## config.mk

```make
export PLATFORM = sky130hd
export DESIGN_NAME = mcls_alu
export DESIGN_NICKNAME = d
export VERILOG_FILES = /design/src/rtl/mcls_pkg.sv /design/src/rtl/mcls_alu.sv
export SDC_FILE = /design/constraint.sdc
export NUM_CORES = 1
export LEC_CHECK = 0
export ABC_AREA = 1
export BUFFER_PORTS_ARGS = -buffer_cell sky130_fd_sc_hd__buf_2
export CAP_MARGIN = 10
export CORE_ASPECT_RATIO = 0.9
export CORE_MARGIN = 2
export CORE_UTILIZATION = 54
export DETAILED_ROUTE_END_ITERATION = 6
export MAX_ROUTING_LAYER = met4
export PLACE_DENSITY = 0.88
export SLEW_MARGIN = 30
export SYNTH_ARGS = -nofsm -noshare
export SYNTH_HDL_FRONTEND = slang
export SYNTH_SLANG_ARGS = --single-unit
```

## constraint.sdc

```tcl
create_clock -name vclk -period 3.65
set_input_delay 0.9125 -clock vclk [all_inputs]
set_output_delay 0.9125 -clock vclk [all_outputs]
set_load 0.1 [all_outputs]
```

## src/rtl/mcls_pkg.sv

```systemverilog
// Package for the Markov-chain length sampler.
// Holds field widths, request and status codes, sequencer states and shared types.
// No dependencies.
package mcls_pkg;

    localparam int DEF_MAX_STATES = 16;
    localparam int DEF_PROB_BITS  = 16;
    localparam int DEF_LEN_BITS   = 16;

    localparam int IDX_W    = 4;
    localparam int FUNC_W   = 2;
    localparam int STATUS_W = 2;
    localparam int CFG_W    = 5;

    localparam logic [FUNC_W-1:0] FUNC_STEP      = 2'd0;
    localparam logic [FUNC_W-1:0] FUNC_LOAD_PROB = 2'd1;
    localparam logic [FUNC_W-1:0] FUNC_LOAD_LEN  = 2'd2;

    localparam logic [STATUS_W-1:0] STATUS_OK        = 2'd0;
    localparam logic [STATUS_W-1:0] STATUS_OVER_ONE  = 2'd1;
    localparam logic [STATUS_W-1:0] STATUS_BAD_INDEX = 2'd2;

    typedef enum logic [2:0] {
        ST_IDLE,
        ST_SCAN_WAIT,
        ST_SCAN_CMP,
        ST_BACK_WAIT,
        ST_BACK_CMP,
        ST_LEN_TAKE,
        ST_LOAD,
        ST_OUT
    } seq_state_t;

    // Flags produced by the shared compare and add unit.
    typedef struct packed {
        logic lt;      // a below b
        logic a_zero;  // a equals zero
        logic over;    // a or a + b above one
    } alu_flags_t;

endpackage

```

## src/rtl/mcls_alu.sv

```systemverilog
// Shared compare and add unit of the sampler sequencer.
// Depends on mcls_pkg for the flag struct.
module mcls_alu #(
    parameter int PROB_BITS = mcls_pkg::DEF_PROB_BITS
) (
    input  logic [PROB_BITS:0]   a,
    input  logic [PROB_BITS:0]   b,
    output logic [PROB_BITS+1:0] sum,
    output mcls_pkg::alu_flags_t flags
);

    localparam logic [PROB_BITS+1:0] ONE = (PROB_BITS+2)'(1) << PROB_BITS;

    always_comb begin
        sum          = {1'b0, a} + {1'b0, b};
        flags.lt     = (a < b);
        flags.a_zero = (a == '0);
        flags.over   = ({1'b0, a} > ONE) || (sum > ONE);
    end

endmodule

```

Yosys cells after proc, flatten, opt, wreduce, memory -nomap -nowiden
Index checks and enable logic that the tools add are counted.
{ "totals": {"wordCells": 6, "output_inout_bits": 21, "register_bits": 0, "in_bits": 34} }
{ "classes": {"n_reduce_logical": 2, "magnitude_cmp": 3, "addsub": 1} }
{ "ops": {"columns": ["op", "count"], "rows": [
  ["$add 17x17->18", 1],
  ["$gt 18x17->1 const B", 1],
  ["$gt 17x17->1 const B", 1],
  ["$logic_not 17->1", 1],
  ["$lt 17x17->1", 1],
  ["$logic_or 1x1->1", 1]
]} }

Depth between registers and ports, before layout
{ "logic_depth": {"depth_word": 3, "depth_mapped": 17, "ltp_nobuf": 17} }

Least setup slack after synthesis
No wires, ideal clock.
{ "synth_path": {"path_type": "input -> output", "start": "input b[4]", "end": "output flags[0] (netlist bit)", "stages": 12, "t_arrival_ns": 4.233, "path_buffers": 0, "t_required_ns": 2.738, "setup_slack_ns": -1.495, "cell_sequence": "inv_1 -> ha_1 -> nor2_1 -> nand3_1 -> nand3_2 -> nand2_1 -> nand2_1 -> xor2_1 -> nor2_1 -> nand3_1 -> nand2_1 -> nand2_1"} }
{ "synth_lines": {"columns": ["element", "line", "text"], "rows": [
  ["start, declared", "mcls_alu.sv:7", "input logic [PROB_BITS:0] b,"],
  ["end, declared", "mcls_alu.sv:9", "output mcls_pkg::alu_flags_t flags"]
]} }

==> impl_metrics.yaml <==
floorplan:
  fp.dieH_um: 56.4
  rows: 19
  io_pins: 55
  die_x_um: 62.3
  core-area_sq_um: 3000
  dieArea_sq_um: 3520
  start_util: 0.551
worst_setup_path:
  required_ns: 2.74
  cp.arrival_ns: 2.81
  slowest_delay_ns: 0.31
  end_kind: "output port"
  cp_max_fo: 5
  slowest_stage: "ha_2"
  cp-start-kind: "primary input"
  critPathKind: "primary input to output port"
  cp_cell_sequence: "buf_2 -> inv_1 -> ha_2 -> inv_2 -> nand2_1 -> nor2_2 -> nand4_1 -> nand3_2 -> inv_2 -> o21ai_4 -> xor2_4 -> nand2_2 -> nand2_4 -> buf_12"
  cp_common_cell: "inv_2"
sta:
  final-setup-viol-count: 2
  period_share: 1.02
  drv_slew: 0
  fmax_ghz: 0.268
  timing.slew.headroom: 0.678
  rsz0062_at_grt: "true"
  fin_crit_ns: 3.72
  worstMarginPinSlew_ns: 0.486
  hold_violations: 0
  setup_slack_ns: -0.0748
yosys:
  synthCells: 290
  synth_area_sq_um: 1650
  synth_cell_types: 27
  synthesis.nets: 359
  seq_area_frac_synth: 0
  syn_area_per_cell_sq_um: 5.69
  ys_warn_count: 0
power:
  p_leak_nw: 1.44
  ir_worst_vdd_mv: 0.186
  p_per_area_nw_per_um2: 315
  finalPower_uw: 832
global_routing:
  grt_pass1_vias: 2152
  antenna_found_initial: 0
  grtUsageTotal: 0.320
  grt_max_degree: 7
  grt-ovfl-total: 0
  grt_pass1_wl_um: 9150
flow_run:
  cap_violations: 0
worst_hold_path:
  hp-start: "a[16]"
  hp-class: "primary input to output port"
  whs_path_depth: 4
  min_to: "flags[0]"
drt:
  drt_iter0_markers: 238
  drc: 0
  wirelength_um: 6950
  wire_per_inst_um: 17.0
  first_pass_iters: 6
  postRouteAntennaNets: 0
  vias_per_cell: 6.02
  vias: 2469
layout:
  clockBufferCount: 0
  seq_cell_count: 0
  layout_common_cells: "nand2_1, inv_1, buf_2"
  layout.cells.non_filler: 410
  seq_area_sq_um: 0
  nets: 439
  final_common_cell: "nand2_1"
  drive_gt1_frac: 0.438
  area_growth_syn_to_layout_pct: 60.3
  num_antenna_cells: 0
placed_design:
  gp_congestion: 1.02
  dp_cells: 406
  dp_hpwl_um: 4370
  io_buffers: 55
status:
  failed_checks: "negative setup slack"
  status: "complete, but fails checks"
## worst max-delay path by stage
stage	from	endpoint	slack (ns)	cells after the start
after global routing	b[10]	flags[0]	-0.18	14
final	b[7]	flags[0]	-0.07	14
after CTS	b[0]	flags[0]	-0.04	19
after floorplan	b[14]	flags[0]	-0.76	9
after detailed placement	a[0]	flags[0]	-0.11	19
after global placement	a[0]	flags[0]	-0.03	14
## timing repair
item | in CTS | in global routing
endpoints found under the setup margin | 2 | 4
pin swaps | 8 | 10
hold buffers | 0 | 0
setup buffers | 2 | 2
hold endpoints to repair | 0 | 0
resized for setup | 12 | 35
## cell usage after synthesis
cell type / instances / share of area
nor4_1: 5 / 0.019
fa_1: 1 / 0.012
nand4_1: 6 / 0.023
nand3_2: 3 / 0.018
and2_1: 1 / 0.0038
nand2_2: 16 / 0.061
xor2_2: 1 / 0.0099
o211ai_1: 1 / 0.0046
o21ai_0: 6 / 0.018
a21oi_1: 16 / 0.049
nor3_1: 5 / 0.015
o21ai_2: 1 / 0.0053
o21bai_1: 3 / 0.014
ha_1: 34 / 0.26
o31ai_1: 1 / 0.0046
inv_2: 10 / 0.023
o31a_1: 1 / 0.0053
a41oi_1: 1 / 0.0053
nor2_2: 4 / 0.015
inv_1: 59 / 0.13
xor2_1: 2 / 0.011
a21oi_2: 6 / 0.032
clkinv_1: 1 / 0.0023
nand3_1: 18 / 0.055
nor2_1: 19 / 0.043
nor3_2: 1 / 0.0061
nand2_1: 68 / 0.15
## metal layers
metal / global-route usage / vias up / share of wire
li1: - / 1070 / -
met3: 0.0261 / 73 / 0.13
met4: 0.0889 / 0 / 0.066
met2: 0.528 / 251 / 0.44
met5: - / - / 0
met1: 0.424 / 1075 / 0.37
## area by class of cell
type | instances | area [sq um]
multi-input combinational | 220 | 1620
timing repair buffer | 78 | 696
fill | 144 | 350
inverter | 70 | 278
tap | 42 | 52.6
## critical path, delay by kind of cell
kind,cells,cell delay [ns]
AND/OR/NAND/NOR,6,0.66
adder cells (fa/ha/maj),1,0.31
buffers and inverters,5,0.52
AO/OA/AOI/OAI,1,0.20
XOR/XNOR,1,0.19
## per-stage QoR
| step | utilization | setup slack (ns) | hold slack, ns | instance area [sq um] | setup TNS, ns |
|---|---|---|---|---|---|
| 3_3_place_gp | 0.812 | -0.0317 | 2.26 | 2430 | -0.0317 |
| 6_report | 0.883 | -0.0748 | 2.26 | 2650 | -0.108 |
| 5_1_grt | 0.883 | -0.179 | 2.27 | 2650 | -0.354 |
| 4_1_cts | 0.832 | -0.0377 | 2.27 | 2490 | -0.0377 |
| 2_1_floorplan | - | -0.755 | 2.14 | 1740 | -0.952 |
| 3_5_place_dp | 0.812 | -0.106 | 2.27 | 2430 | -0.149 |
## kinds of logic (layout without fill, tap and decap cells)
kind of cell | Yosys count | count (layout) | share of synthesized area
adder cells (fa/ha/maj) | 35 | 35 | 0.270
AND/OR/NAND/NOR | 146 | 146 | 0.413
AO/OA/AOI/OAI | 36 | 36 | 0.137
XOR/XNOR | 3 | 3 | 0.0205
buffers and inverters | 70 | 148 | 0.159
## power by group
part           switching, mW  internal, mW
Clock                      0             0
Combinational          0.552         0.280
Sequential                 0             0
Total                  0.552         0.280
No activity file was read; power rests on OpenSTA's default activity.
